[config.mk]
export PLATFORM = sky130hd
export DESIGN_NAME = content_range_header_parser
export DESIGN_NICKNAME = d
export VERILOG_FILES = /design/src/sv/crhp_pkg.sv /design/src/sv/crhp_digit.sv /design/src/sv/crhp_parser.sv /design/src/sv/content_range_header_parser.sv
export SDC_FILE = /design/constraint.sdc
export NUM_CORES = 1
export LEC_CHECK = 0
export BUFFER_PORTS_ARGS = -buffer_cell sky130_fd_sc_hd__buf_2
export CAP_MARGIN = 20
export CORE_ASPECT_RATIO = 1.5
export CORE_UTILIZATION = 55
export DETAILED_ROUTE_END_ITERATION = 6
export GPL_ROUTABILITY_DRIVEN = 0
export PLACE_DENSITY = 0.74
export SLEW_MARGIN = 0
export SYNTH_ARGS = -nofsm -noshare
export SYNTH_HDL_FRONTEND = slang
export SYNTH_SLANG_ARGS = --single-unit
export TNS_END_PERCENT = 50
[constraint.sdc]
create_clock -name clk -period 20 [get_ports clk]
set_input_delay 2 -clock clk [delete_from_list [all_inputs] [get_ports clk]]
set_output_delay 2 -clock clk [all_outputs]
set_load 0.01 [all_outputs]
[src/sv/crhp_pkg.sv]
`timescale 1ns / 1ps
// ----------------------------------------------------------------------------
// crhp_pkg
// types and character constants shared by the content-range header parser
// ----------------------------------------------------------------------------
package crhp_pkg;

  localparam int RESULT_BITS = 32;

  // characters seen by the parser
  localparam logic [7:0] CH_SPACE = 8'h20;
  localparam logic [7:0] CH_DASH  = 8'h2D;
  localparam logic [7:0] CH_SLASH = 8'h2F;
  localparam logic [7:0] CH_ZERO  = 8'h30;
  localparam logic [7:0] CH_NINE  = 8'h39;

  // length of the "bytes" unit keyword
  localparam logic [2:0] KW_LEN = 3'd5;

  typedef enum logic [3:0] {
    PH_LEAD = 4'd0,
    PH_KEY  = 4'd1,
    PH_GAP  = 4'd2,
    PH_NUM1 = 4'd3,
    PH_SEP2 = 4'd4,
    PH_NUM2 = 4'd5,
    PH_SEP3 = 4'd6,
    PH_NUM3 = 4'd7,
    PH_DONE = 4'd8,
    PH_FAIL = 4'd9
  } phase_t;

  typedef struct packed {
    logic [7:0] header_byte;
    logic       is_final;
  } hdr_item_t;

  typedef struct packed {
    logic                   range_valid;
    logic [RESULT_BITS-1:0] range_first;
    logic [RESULT_BITS-1:0] range_last;
    logic [RESULT_BITS-1:0] range_total;
  } res_item_t;

  // character of the unit keyword at a given position
  function automatic logic [7:0] keyword_char(input logic [2:0] pos);
    logic [7:0] ch;
    case (pos)
      3'd0:    ch = 8'h62; // b
      3'd1:    ch = 8'h79; // y
      3'd2:    ch = 8'h74; // t
      3'd3:    ch = 8'h65; // e
      3'd4:    ch = 8'h73; // s
      default: ch = 8'h00;
    endcase
    return ch;
  endfunction

endpackage

[src/sv/crhp_digit.sv]
`timescale 1ns / 1ps
// ----------------------------------------------------------------------------
// crhp_digit
// saturating decimal accumulate: acc * 10 + digit, clamped to all ones
// ----------------------------------------------------------------------------
module crhp_digit #(
  parameter int VALUE_BITS = 32
) (
  input  logic [VALUE_BITS-1:0] acc,
  input  logic [3:0]            digit,
  output logic [VALUE_BITS-1:0] sum
);

  logic [VALUE_BITS+3:0] acc_wide;
  logic [VALUE_BITS+3:0] sum_wide;

  // times ten as two shifts, no multiplier needed
  assign acc_wide = {4'b0000, acc};
  assign sum_wide = (acc_wide << 3) + (acc_wide << 1) + {{VALUE_BITS{1'b0}}, digit};

  assign sum = (sum_wide[VALUE_BITS+3:VALUE_BITS] != 4'b0000)
               ? {VALUE_BITS{1'b1}} : sum_wide[VALUE_BITS-1:0];

endmodule

[src/sv/crhp_parser.sv]
`timescale 1ns / 1ps
// ----------------------------------------------------------------------------
// crhp_parser
// phase machine and number accumulators, one header byte per step
// ----------------------------------------------------------------------------
module crhp_parser import crhp_pkg::*; #(
  parameter int VALUE_BITS = 32
) (
  input  logic      clk,
  input  logic      rst,
  input  logic      step,
  input  hdr_item_t hdr,
  output res_item_t result
);

  phase_t                phase;
  phase_t                phase_next;
  logic [2:0]            keyword_pos;
  logic [2:0]            keyword_pos_next;
  logic [VALUE_BITS-1:0] first_acc;
  logic [VALUE_BITS-1:0] first_acc_next;
  logic [VALUE_BITS-1:0] second_acc;
  logic [VALUE_BITS-1:0] second_acc_next;
  logic [VALUE_BITS-1:0] third_acc;
  logic [VALUE_BITS-1:0] third_acc_next;

  logic [7:0]             ch;
  logic                   is_digit;
  logic                   kw_match;
  logic [VALUE_BITS-1:0]  digit_acc;
  logic [VALUE_BITS-1:0]  digit_sum;
  logic                   ok;
  logic [RESULT_BITS-1:0] first_w;
  logic [RESULT_BITS-1:0] last_w;
  logic [RESULT_BITS-1:0] total_w;

  assign ch       = hdr.header_byte;
  assign is_digit = (ch >= CH_ZERO) && (ch <= CH_NINE);
  assign kw_match = (keyword_pos < KW_LEN) && (ch == keyword_char(keyword_pos));

  // only one number grows per byte, so one digit unit serves all three
  always_comb begin
    unique case (phase)
      PH_NUM1: digit_acc = first_acc;
      PH_NUM2: digit_acc = second_acc;
      PH_NUM3: digit_acc = third_acc;
      default: digit_acc = '0;
    endcase
  end

  crhp_digit #(
    .VALUE_BITS(VALUE_BITS)
  ) u_digit (
    .acc  (digit_acc),
    .digit(ch[3:0]),
    .sum  (digit_sum)
  );

  // next phase
  always_comb begin
    phase_next = phase;
    unique case (phase)
      PH_LEAD: begin
        if (ch == CH_SPACE) begin
          phase_next = PH_LEAD;
        end else if (ch == keyword_char(3'd0)) begin
          phase_next = PH_KEY;
        end else if (is_digit) begin
          phase_next = PH_NUM1;
        end else begin
          phase_next = PH_FAIL;
        end
      end
      PH_KEY: begin
        if (!kw_match) begin
          phase_next = PH_FAIL;
        end else if (keyword_pos == KW_LEN - 3'd1) begin
          phase_next = PH_GAP;
        end
      end
      PH_GAP: begin
        if (ch == CH_SPACE) begin
          phase_next = PH_GAP;
        end else if (is_digit) begin
          phase_next = PH_NUM1;
        end else begin
          phase_next = PH_FAIL;
        end
      end
      PH_NUM1: begin
        if (!is_digit) begin
          phase_next = (ch == CH_DASH) ? PH_SEP2 : PH_FAIL;
        end
      end
      PH_SEP2: phase_next = is_digit ? PH_NUM2 : PH_FAIL;
      PH_NUM2: begin
        if (!is_digit) begin
          phase_next = (ch == CH_SLASH) ? PH_SEP3 : PH_FAIL;
        end
      end
      PH_SEP3: phase_next = is_digit ? PH_NUM3 : PH_FAIL;
      PH_NUM3: begin
        if (!is_digit) begin
          phase_next = PH_DONE;
        end
      end
      PH_DONE: phase_next = PH_DONE;
      default: phase_next = PH_FAIL;
    endcase
  end

  // keyword position and accumulators
  always_comb begin
    keyword_pos_next = keyword_pos;
    first_acc_next   = first_acc;
    second_acc_next  = second_acc;
    third_acc_next   = third_acc;
    if (phase == PH_LEAD && ch == keyword_char(3'd0)) begin
      keyword_pos_next = 3'd1;
    end else if (phase == PH_KEY && kw_match) begin
      keyword_pos_next = keyword_pos + 3'd1;
    end
    if (is_digit) begin
      if (phase == PH_LEAD || phase == PH_GAP || phase == PH_NUM1) begin
        first_acc_next = digit_sum;
      end
      if (phase == PH_SEP2 || phase == PH_NUM2) begin
        second_acc_next = digit_sum;
      end
      if (phase == PH_SEP3 || phase == PH_NUM3) begin
        third_acc_next = digit_sum;
      end
    end
  end

  // result as seen after this byte
  assign ok = (phase_next == PH_NUM3 || phase_next == PH_DONE)
              && (first_acc_next <= second_acc_next)
              && (second_acc_next < third_acc_next);

  if (VALUE_BITS >= RESULT_BITS) begin : g_trunc
    assign first_w = first_acc_next[RESULT_BITS-1:0];
    assign last_w  = second_acc_next[RESULT_BITS-1:0];
    assign total_w = third_acc_next[RESULT_BITS-1:0];
  end else begin : g_ext
    assign first_w = {{(RESULT_BITS-VALUE_BITS){1'b0}}, first_acc_next};
    assign last_w  = {{(RESULT_BITS-VALUE_BITS){1'b0}}, second_acc_next};
    assign total_w = {{(RESULT_BITS-VALUE_BITS){1'b0}}, third_acc_next};
  end

  always_comb begin
    result.range_valid = ok;
    result.range_first = ok ? first_w : '0;
    result.range_last  = ok ? last_w  : '0;
    result.range_total = ok ? total_w : '0;
  end

  always_ff @(posedge clk) begin
    if (rst) begin
      phase       <= PH_LEAD;
      keyword_pos <= '0;
      first_acc   <= '0;
      second_acc  <= '0;
      third_acc   <= '0;
    end else if (step) begin
      if (hdr.is_final) begin
        // rearm for the next header
        phase       <= PH_LEAD;
        keyword_pos <= '0;
        first_acc   <= '0;
        second_acc  <= '0;
        third_acc   <= '0;
      end else begin
        phase       <= phase_next;
        keyword_pos <= keyword_pos_next;
        first_acc   <= first_acc_next;
        second_acc  <= second_acc_next;
        third_acc   <= third_acc_next;
      end
    end
  end

endmodule

[src/sv/content_range_header_parser.sv]
`timescale 1ns / 1ps
// ----------------------------------------------------------------------------
// content_range_header_parser
// byte-serial parser for "bytes first-last/total" range headers
// ----------------------------------------------------------------------------
// Header bytes enter one item per clock on the hdr channel; is_final marks the
// last byte of a header, and only that item produces a result on the res
// channel. The block sustains one item per cycle while no final byte waits on
// an unclaimed result: each byte is captured in an input register, then one
// pass of phase logic and a single saturating times-ten-plus-digit unit
// updates the parser state. A result is registered in the output register as
// its final byte leaves the input register. Non-final bytes never wait on the
// output side; a final byte waits in the input register only while an earlier
// result is still unclaimed. Numbers saturate at all ones of VALUE_BITS and
// are reported in 32 bits; when range_valid is low the three value fields
// read as zero. After each final byte the parser rearms to its reset state.
// ----------------------------------------------------------------------------
module content_range_header_parser import crhp_pkg::*; #(
  parameter int VALUE_BITS = 32
) (
  input  logic      clk,
  input  logic      rst,
  input  logic      hdr_valid,
  output logic      hdr_ready,
  input  hdr_item_t hdr_data,
  output logic      res_valid,
  input  logic      res_ready,
  output res_item_t res_data
);

  // input register
  hdr_item_t hdr_q;
  logic      hdr_q_valid;

  // parse step
  logic      fire;
  res_item_t result;

  // a final byte needs a free result slot, any other byte goes straight in
  assign fire = hdr_q_valid && (!hdr_q.is_final || !res_valid || res_ready);

  // the input register refills in the same cycle that it drains
  assign hdr_ready = !hdr_q_valid || fire;

  crhp_parser #(
    .VALUE_BITS(VALUE_BITS)
  ) u_parser (
    .clk   (clk),
    .rst   (rst),
    .step  (fire),
    .hdr   (hdr_q),
    .result(result)
  );

  // control
  always_ff @(posedge clk) begin
    if (rst) begin
      hdr_q_valid <= 1'b0;
      res_valid   <= 1'b0;
    end else begin
      if (hdr_ready) begin
        hdr_q_valid <= hdr_valid;
      end
      if (fire && hdr_q.is_final) begin
        res_valid <= 1'b1;
      end else if (res_ready) begin
        res_valid <= 1'b0;
      end
    end
  end

  // payload, no reset needed
  always_ff @(posedge clk) begin
    if (hdr_valid && hdr_ready) begin
      hdr_q <= hdr_data;
    end
    if (fire && hdr_q.is_final) begin
      res_data <= result;
    end
  end

endmodule

* After elaboration in Yosys (flattened, before gate mapping) *
Index checks and enable logic that the tools add are counted.

word-level totals
  register bits after elaboration = 211
  input port bits = 13
  output and inout bits = 99
  logic and storage cells = 98

cells by class
  add/subtract/negate cells = 3
  order comparisons = 5
  eq/ne operators = 19
  multiplexer cells = 32
  reductions and logical operators = 26

operators with widths
  cell                  count
  $mux W32              10
  $pmux W32 S3          1
  $mux W4               14
  $add A35 B33 Y36      1
  $add A36 B4 Y36       1
  $pmux W4 S9           1
  $pmux W7 S5           1
  $le A32 B32 Y1        1
  $lt A32 B32 Y1        1
  $eq A8 B6 Y1 const B  3
  $eq A4 B3 Y1 const B  5
  $logic_and A1 B1 Y1   9
  $mux W3               3
  $eq A4 B2 Y1 const B  2
  $eq A4 B4 Y1 const B  2
  $eq A8 B7 Y1          1
  $eq A8 B7 Y1 const B  1
  $ge A8 B6 Y1 const B  1
  $le A8 B6 Y1 const B  1
  $logic_or A1 B1 Y1    8
  $eq A3 B2 Y1 const B  2
  $eq A4 B1 Y1 const B  1
  $logic_not A4 Y1      1
  $reduce_bool A4 Y1    1
  other kinds (10)      13

* Depth between registers and ports, before layout *
Gate-level depths: netlist (run 1).

  depth in word-level cells = 11
  gate-level depth with buffers = 39
  mapped depth without buffers = 32

* Hierarchy *
A second synthesis (run 1) with hierarchy kept.

second synthesis, totals
  cells, all modules = 1,454
  area total of the unflattened synthesis = 13,799.5 µm²

modules (own cells, without submodules)
  module                       instances  cells an instance  area each (µm²)  seq. area each (µm²)
  crhp_parser                  1          988                8,023.9          2,062.0
  content_range_header_parser  1          118                3,286.9          3,223.1
  crhp_digit                   1          348                2,488.6          0.0

* Least setup slack after synthesis (run 1) *
No wires, ideal clock.

  kind = flip-flop to flip-flop
  start point = reg u_parser.phase[2]
  end point = reg res_data[59] in the netlist's numbering (data pin)
  setup time = 139 ps
  arrival time = 6,979 ps
  required time = 19,861 ps
  slack = 12,882 ps
  stages on the path, launching flop included = 37
  buffers on the path = 7
  period minus slack after synthesis = 7,118 ps
  path through = dfxtp_1 > clkbuf_1 > buf_1 > clkbuf_1 > mux2i_1 > nor2_1 > a21oi_1 > nor2_1 > ha_1 > ha_1 > inv_1 > fa_1 > nand2b_1 > a21oi_1 > o21ai_0 > and3_1 > o21ai_0 > nand3b_1 > nand3_2 > buf_2 > buf_1 > nor2_1 > o21ai_0 > ha_1 > a21o_1 > a21o_1 > a21o_1 > a21oi_1 > o21a_1 > o211ai_1 > a21o_1 > a21o_1 > a2111oi_2 > o21ai_2 > buf_6 > buf_6 > nor2_1

between the ends
  longest elaborated chain between the ends = 11
  elaborated cells between the ends (all ways) = 37
  those cells by class = add/sub (2); order compare (2); eq/ne (10); mux (14); reduce/logical (9)

ends and longest elaborated chain
  element                                              RTL line                               text
  start, declared                                      crhp_parser.sv:16                      phase_t phase;
  start signal, assigned                               crhp_parser.sv:174                     phase <= phase_next;
  $eq A4 B3 Y1 / $eq A4 B2 Y1 (equally long branches)  crhp_parser.sv:43, crhp_parser.sv:124
  $pmux W32 S3                                         crhp_parser.sv:43                      unique case (phase)
  $add A35 B33 Y36                                     crhp_digit.sv:19                       assign sum_wide = (acc_wide << 3) + (acc_wide << 1) + {{VALUE_BITS{1'b0}}, digit};
  $add A36 B4 Y36                                      crhp_digit.sv:19
  $reduce_bool A4 Y1                                   crhp_digit.sv:21                       assign sum = (sum_wide[VALUE_BITS+3:VALUE_BITS] != 4'b0000)
  $mux W32                                             crhp_digit.sv:22                       ? {VALUE_BITS{1'b1}} : sum_wide[VALUE_BITS-1:0];
  $mux W32 (*)                                         crhp_parser.sv:124                     if (phase == PH_LEAD || phase == PH_GAP || phase == PH_NUM1) begin
  $mux W32 (*)                                         crhp_parser.sv:123                     if (is_digit) begin
  via u_parser.first_acc_next[17]                      crhp_parser.sv:21                      logic [VALUE_BITS-1:0] first_acc_next;
  $le A32 B32 Y1 (*)                                   crhp_parser.sv:138                     && (first_acc_next <= second_acc_next)
  $logic_and A1 B1 Y1 (*)                              crhp_parser.sv:138
  $logic_and A1 B1 Y1 (*)                              crhp_parser.sv:139                     && (second_acc_next < third_acc_next);
  end signal, assigned                                 content_range_header_parser.sv:78      res_data <= result;
  end, declared                                        content_range_header_parser.sv:28      output res_item_t res_data

Mark *: on every way through the listed nets, which the timed path passes. The rest lies on a longest branch.
A chain may end at the register's enable or synchronous reset.

* Worst setup path after layout (run 1) *
  start point = reg u_parser.phase[1]
  end point = reg res_data[18] in the netlist's numbering (data pin)

The elaborated chain is that of the path after synthesis.

==> impl_metrics.csv, run 1 <==
group,metric,value,unit
cts,post_cts.repair.setup_buffers,0,
synthesis,yosysSeqAreaShare,0.386,
synthesis,synthArstFlopShare,0,
outcome,status,"finished clean",
cts,cts.clk_slew.worst_paths,0.07,ns
synthesis,synth_top_area_share,0.233,
timing,fmax,106,MHz
layout,syn_to_final_growth,9.57,%
global_routing,grt_max_degree,93,
critical_path,start_kind,"flip-flop",
synthesis,synth_cell_types,74,
job,drv_cap,0,
critical_path,r2r_end,"res_data[18]",
synthesis,yosys.area.top_type,"edfxtp_1",
min_path,hold_class,"flip-flop to flip-flop",
critical_path,crit_end,"res_data[18]",
global_routing,grt_pass1_vias,11700,
critical_path,crit_start,"u_parser.phase[1]",
global_routing,grt_overflow_total,0,
critical_path,slowest_delay,0.83,ns
layout,fin_cells,1980,
global_routing,grt_usage,0.288,
power,powerDensity,58.3,nW/um^2
synthesis,syn_area,13700,um^2
cts,insertion_delay,0.51,ns
critical_path,critPathKind,"flip-flop to flip-flop",
drt,final_antenna_net_count,0,
cts,cts_tree,"yes",
layout,finalNetCount,1784,
global_routing,grt_pass1_wl,58700,um
synthesis,synth_nets,1739,
critical_path,reg2reg_depth,24,
critical_path,crit_cells,24,
drt,drt_iter0_drc,994,
timing,period_share,0.473,
cts,cts.hold.buffers_added,0,
critical_path,crit_buf_inv,2,
floorplan,die_x,131,um
layout,drive_gt1_frac,0.116,
cts,cts_root_buf,"clkbuf_16",
drt,vias,12100,
timing,skew,0.0213,ns
drt,viasPerCell,6.11,
floorplan,num_io_pins,112,
critical_path,path_cells,"nor2b_2 > a22oi_1 > nand2b_1 > fa_1 > inv_1 > ha_1 > a211oi_1 > o211ai_1 > nand4_1 > nand4_1 > a41oi_2 > xor2_1 > nand3_2 > nor3b_1 > o21ai_0 > ha_1 > and4_1 > nand3_1 > nor4_1 > a21oi_1 > a31o_2 > o21ai_4 > buf_4 > nor2_1",
critical_path,critical_path_arrival,9.68,ns
synthesis,avgSynthCellArea,8.58,um^2
drt,drc,0,
layout,final_common_cell,"nor2_1",
critical_path,ff2ff_setup_slack,10.55,ns
floorplan,placementRows,70,
timing,tightest_slew,1.10,ns
drt,drt_wl_total,36300,um
synthesis,synth_cells,1596,
critical_path,cp-end-kind,"flip-flop",
critical_path,crit_fanout,58,
power,power.leakage,5.85,nW
critical_path,worst_ep_required_time,20.22,ns
timing,maxSlewHeadroom,0.269,
drt,wl_per_cell,18.3,um
floorplan,dieArea,25500,um^2
floorplan,coreArea,24400,um^2
min_path,hold_start,"u_parser.third_acc[3]",
cts,cts.sinks,211,
synthesis,synth.area.top_cells,"edfxtp_1, dfxtp_1, ha_1, nor2_1, a21oi_1",
critical_path,slowest_stage,"o21ai_4",
critical_path,r2r-start,"u_parser.phase[1]",
timing,layout_min_cycle_time,9.45,ns
drt,drtPass1Iterations,5,
layout,fin_util,0.614,
timing,timing_hold_violations_final,0,
cts,clockBufferDepth,3,
timing,report.final.slew_viol_count,0,
cts,cts.htree.levels,1,
critical_path,path_delay_family,"simple AND/OR/NAND/NOR gates",
cts,cts_inserted_buffers,20,
timing,finalSetupTns,0,ns
synthesis,synth_edf_count,106,
placement,dpl.cell_count,1943,
power,ir_worst_vdd,0.0000617,V
synthesis,yosysWarnings,0,
layout,layout_common_cells,"nor2_1, a21oi_1, ha_1, buf_2, edfxtp_1",
timing,setup_viol,0,
timing,rsz0062_at_grt,"false",
cts,cts.repair.resized,0,
synthesis,synth-main-ff-cell,"edfxtp_1",
floorplan,start_util,0.560,
placement,dp_hpwl,26100,um
placement,io_buffers,111,
floorplan,dieHeight,195,um
global_routing,antenna_found_initial,0,
synthesis,ys_seq_elements,211,
[worst reg2reg max path: stages (launching register included)]
cell and delay, ns:
dfxtp_1 0.55, nor2b_2 0.63, a22oi_1 0.18, nand2b_1 0.22, fa_1 0.59, inv_1 0.07, ha_1 0.31, a211oi_1 0.30
o211ai_1 0.16, nand4_1 0.11, nand4_1 0.22, a41oi_2 0.27, xor2_1 0.31, nand3_2 0.77, nor3b_1 0.82, o21ai_0 0.33
ha_1 0.35, and4_1 0.17, nand3_1 0.10, nor4_1 0.69, a21oi_1 0.14, a31o_2 0.27, o21ai_4 0.83, buf_4 0.63
nor2_1 0.14
[metal layers]
metal	up-vias	wire [um]	GRT usage
met5	-	0	0
met4	0	1750	0.143
met3	112	1780	0.0326
met2	437	18100	0.501
met1	5743	14600	0.344
li1	5811	-	-
[metrics by stage]
step	cell area, um^2	hold slack (ns)	power [W]	setup slack [ns]
finish	15000	0.510	0.000874	10.55
global route	15000	0.538	0.000897	9.94
CTS	15000	0.505	0.000879	10.66
detailed placement	14400	0.472	0.000505	10.69
global placement	14400	0.465	0.000504	10.89
floorplan	13700	0.449	0.000492	12.88
[where the power goes]
part	internal (W)	leakage [nW]	switching (W)
logic	0.00000903	3.68	0.0000245
clock network	0.000207	0.302	0.000172
registers	0.000458	1.87	0.00000404
[Yosys cell counts, drive strengths merged, types with 27 or more instances]
cell       n
a21o      39
a21oi    139
a22oi     60
a2bb2oi   27
buf       35
clkbuf    67
dfxtp    105
edfxtp   106
ha       128
inv       58
mux2i     33
nand2     98
nor2     340
nor2b     37
o21ai     81
[logic make-up (layout without fill, tap and decap cells)]
| group | Yosys count | after routing | share of synthesized area |
|---|---|---|---|
| mux | 36 | 36 | 0.0266 |
| xor+xnor | 32 | 32 | 0.0205 |
| simple gates | 584 | 584 | 0.187 |
| flops | 211 | 211 | 0.386 |
| compound gates | 443 | 443 | 0.211 |
| fa+ha+maj | 130 | 130 | 0.120 |
| buf+inv | 160 | 219 | 0.0484 |
| other cells | 0 | 1 | 0 |
[sequential cells by signal, indices dropped and copies added, names as in the netlist]
register              cells
u_parser.second_acc      32
u_parser.phase            4
u_parser.keyword_pos      3
hdr_q                     9
hdr_q_valid               1
u_parser.third_acc       32
res_valid                 1
res_data                 97
u_parser.first_acc       32
[layout make-up]
type / count / area, um^2
clock inverter: 13 / 113
sequential: 211 / 5290
multi-input combinational: 1225 / 7780
tap: 324 / 405
timing repair buffer: 125 / 663
fill: 2143 / 9440
inverter: 58 / 218
antenna: 1 / 2.50
clock buffer: 23 / 533
[worst min-delay path by stage]
| stage | endpoint | slack (ns) | cells past startpoint |
|---|---|---|---|
| 3_5_place_dp | u_parser.third_acc[31] | 0.47 | 2 |
| 6_report | u_parser.third_acc[3] | 0.51 | 2 |
| 4_1_cts | u_parser.third_acc[31] | 0.51 | 2 |
| 3_3_place_gp | u_parser.third_acc[31] | 0.47 | 2 |
| 2_1_floorplan | u_parser.third_acc[31] | 0.45 | 2 |
| 5_1_grt | u_parser.third_acc[2] | 0.54 | 2 |
No activity file was read; power rests on OpenSTA's default activity.
==> run 2, diff against run 1 <==
--- a/config.mk
+++ b/config.mk
@@ -11,7 +11,7 @@
 export CORE_UTILIZATION = 55
 export DETAILED_ROUTE_END_ITERATION = 6
 export GPL_ROUTABILITY_DRIVEN = 0
-export PLACE_DENSITY = 0.74
+export PLACE_DENSITY = 0.77
 export SLEW_MARGIN = 0
 export SYNTH_ARGS = -nofsm -noshare
 export SYNTH_HDL_FRONTEND = slang
==> constraint.sdc (replaced) <==
create_clock -name clk -period 8.4 [get_ports clk]
set_input_delay 0.84 -clock clk [delete_from_list [all_inputs] [get_ports clk]]
set_output_delay 0.84 -clock clk [all_outputs]
set_load 0.01 [all_outputs]
==> run 2 against run 1 <==
Count of clock-buffer cells in the layout is the same. Via count up 2.5%. Critical path depth up 4. Sequential share of layout area fell by 0.31 points. Register-to-register slack got worse by 10 ns. Utilization rose by 0.57 points. Clock skew down 0.0049 ns. The run now ends with DRC left.
==> impl_metrics.csv, run 2 (same netlist as run 1, synthesis figures left out) <==
group,metric,value,unit
cts,cts_root_buf,"clkbuf_16",
floorplan,die_x,131,um
power,p_sw,0.000486,W
timing,finalSetupTns,0,ns
cts,cts.clk_slew.worst_paths,0.07,ns
timing,layout_min_cycle_time,7.91,ns
layout,drive_gt1_frac,0.121,
cts,cts.sinks,211,
outcome,violations,"DRC",
min_path,hold_depth,1,
floorplan,placementRows,70,
cts,cts.htree.levels,1,
cts,cts_tree,"yes",
layout,final_common_cell,"nor2_1",
drt,drt_wl_total,37300,um
placement,io_buffers,111,
layout,finalNetCount,1794,
critical_path,critical_path_arrival,8.28,ns
power,p_clk_frac,0.447,
drt,vias,12400,
drt,wl_per_cell,18.7,um
power,switching_share,0.228,
layout,layout_common_cells,"nor2_1, a21oi_1, ha_1, buf_2, edfxtp_1",
global_routing,antenna_found_initial,0,
global_routing,grt_pass1_vias,11800,
timing,fmax,126,MHz
outcome,status,"complete, but fails checks",
power,powerDensity,141,nW/um^2
layout,largest_register_ffs,97,
power,combPwrFrac,0.038,
timing,maxSlewHeadroom,0.257,
min_path,hold_class,"input port to flip-flop",
drt,drtPass1Iterations,7,
layout,nFillCells,2062,
cts,insertion_delay,0.53,ns
critical_path,crit_top_cell,"a21o_1",
timing,skew,0.0163,ns
placement,place_area,14500,um^2
critical_path,slowest_stage,"fa_1",
layout,fin_cells,1989,
power,power.leakage,5.93,nW
timing,period_share,0.941,
min_path,worstHoldEndpoint,"hdr_q[8]",
critical_path,cp-end-kind,"flip-flop",
cts,cts_inserted_buffers,20,
floorplan,dieArea,25500,um^2
critical_path,slowest_delay,0.59,ns
layout,diodes,0,
critical_path,crit_fanout,71,
critical_path,ff2ff_setup_slack,0.49,ns
timing,report.final.slew_viol_count,0,
layout,largest_register,"res_data",
global_routing,grt_usage,0.293,
drt,final_antenna_net_count,0,
global_routing,grt_overflow_total,0,
floorplan,dieHeight,195,um
layout,design_area,15100,um^2
cts,post_cts.repair.setup_buffers,0,
global_routing,grt_pass1_wl,59100,um
layout,syn_to_final_growth,10.6,%
placement,dp_hpwl,26500,um
power,p_int,0.00164,W
timing,setup_viol,0,
power,ir_worst_vdd,0.000161,V
floorplan,num_io_pins,112,
critical_path,worst_ep_required_time,8.77,ns
power,seq_power_share,0.515,
critical_path,r2r_end,"res_data[93]",
min_path,hold_start,"hdr_data[8]",
floorplan,start_util,0.560,
timing,rsz0062_at_grt,"false",
cts,clockBufferDepth,3,
drt,viasPerCell,6.24,
floorplan,coreArea,24400,um^2
job,drv_cap,0,
timing,timing_hold_violations_final,0,
timing,tightest_slew,1.11,ns
critical_path,r2r-start,"u_parser.phase[2]",
layout,fin_util,0.620,
global_routing,grt_max_degree,94,
drt,drc,3,
critical_path,reg2reg_depth,28,
critical_path,critPathKind,"flip-flop to flip-flop",
critical_path,start_kind,"flip-flop",
drt,drt_iter0_drc,1357,
placement,dpl.cell_count,1953,
==> run 2: cell types whose count changed in the layout (fill, tap and decap cells not counted), sizes merged <==
cell      change
clkinv        -2
diode         -1
bufinv        +1
inv           +2
buf          +10
clkinvlp      -1
==> run 2: how the worst max path moves through the flow <==
stage / from / end / cells past startpoint / slack [ns]
finish: u_parser.phase[2] / res_data[93] / 28 / 0.49
global route: u_parser.phase[2] / res_data[93] / 28 / 0.07
CTS: u_parser.phase[2] / res_data[93] / 28 / 0.39
detailed placement: u_parser.phase[2] / res_data[93] / 28 / 0.48
global placement: u_parser.phase[2] / res_data[92] / 28 / 0.56
floorplan: u_parser.phase[2] / res_data[59] / 36 / 1.28
==> run 2: what timing repair did <==
action,in CTS,in global routing
endpoints found under the setup margin,0,76
hold buffers,0,0
resized for setup,0,2
==> run 2: area by class of cell <==
| type | instances | area [um^2] | area share |
|---|---|---|---|
| Inverter | 58 | 218 | 0.0144 |
| Tap cell | 324 | 405 | 0.0268 |
| Multi-Input combinational cell | 1225 | 7780 | 0.514 |
| Timing Repair Buffer | 135 | 763 | 0.0504 |
| Clock inverter | 13 | 135 | 0.00893 |
| Sequential cell | 211 | 5290 | 0.349 |
| Clock buffer | 23 | 543 | 0.0359 |
==> run 2: critical path: cells and delay by family, from the launching register on <==
family	cells	cell delay, ns
XOR/XNOR	1	0.37
adder cells (fa/ha/maj)	3	1.17
flip-flops	1	0.57
buffers and inverters	2	0.33
AND/OR/NAND/NOR	8	1.80
AO/OA/AOI/OAI	14	3.42
==> run 2: metrics by stage <==
stage                     setup WS (ns)  hold WS, ns  total power [W]
after floorplan                    1.28        0.449          0.00117
after global placement            0.562        0.474          0.00120
after detailed placement          0.476        0.487          0.00120
after CTS                         0.388        0.474          0.00214
after global routing             0.0664        0.482          0.00218
final                             0.493        0.487          0.00213
==> run 2: per-layer routing <==
metal | vias to the layer above | track usage | share of wire
li1 | 5841 | - | -
met1 | 5814 | 0.342 | 0.38
met2 | 614 | 0.497 | 0.49
met3 | 134 | 0.0315 | 0.068
met4 | 0 | 0.201 | 0.067
met5 | - | 0 | 0
==> run 2: power groups by stage <==
stage	sequential [W]	combinational (W)	clock (W)
CTS	0.00110	0.0000805	0.000966
floorplan	0.00112	0.0000473	0
global route	0.00110	0.0000877	0.000999
finish	0.00110	0.0000810	0.000952
global placement	0.00112	0.0000799	0
detailed placement	0.00112	0.0000805	0
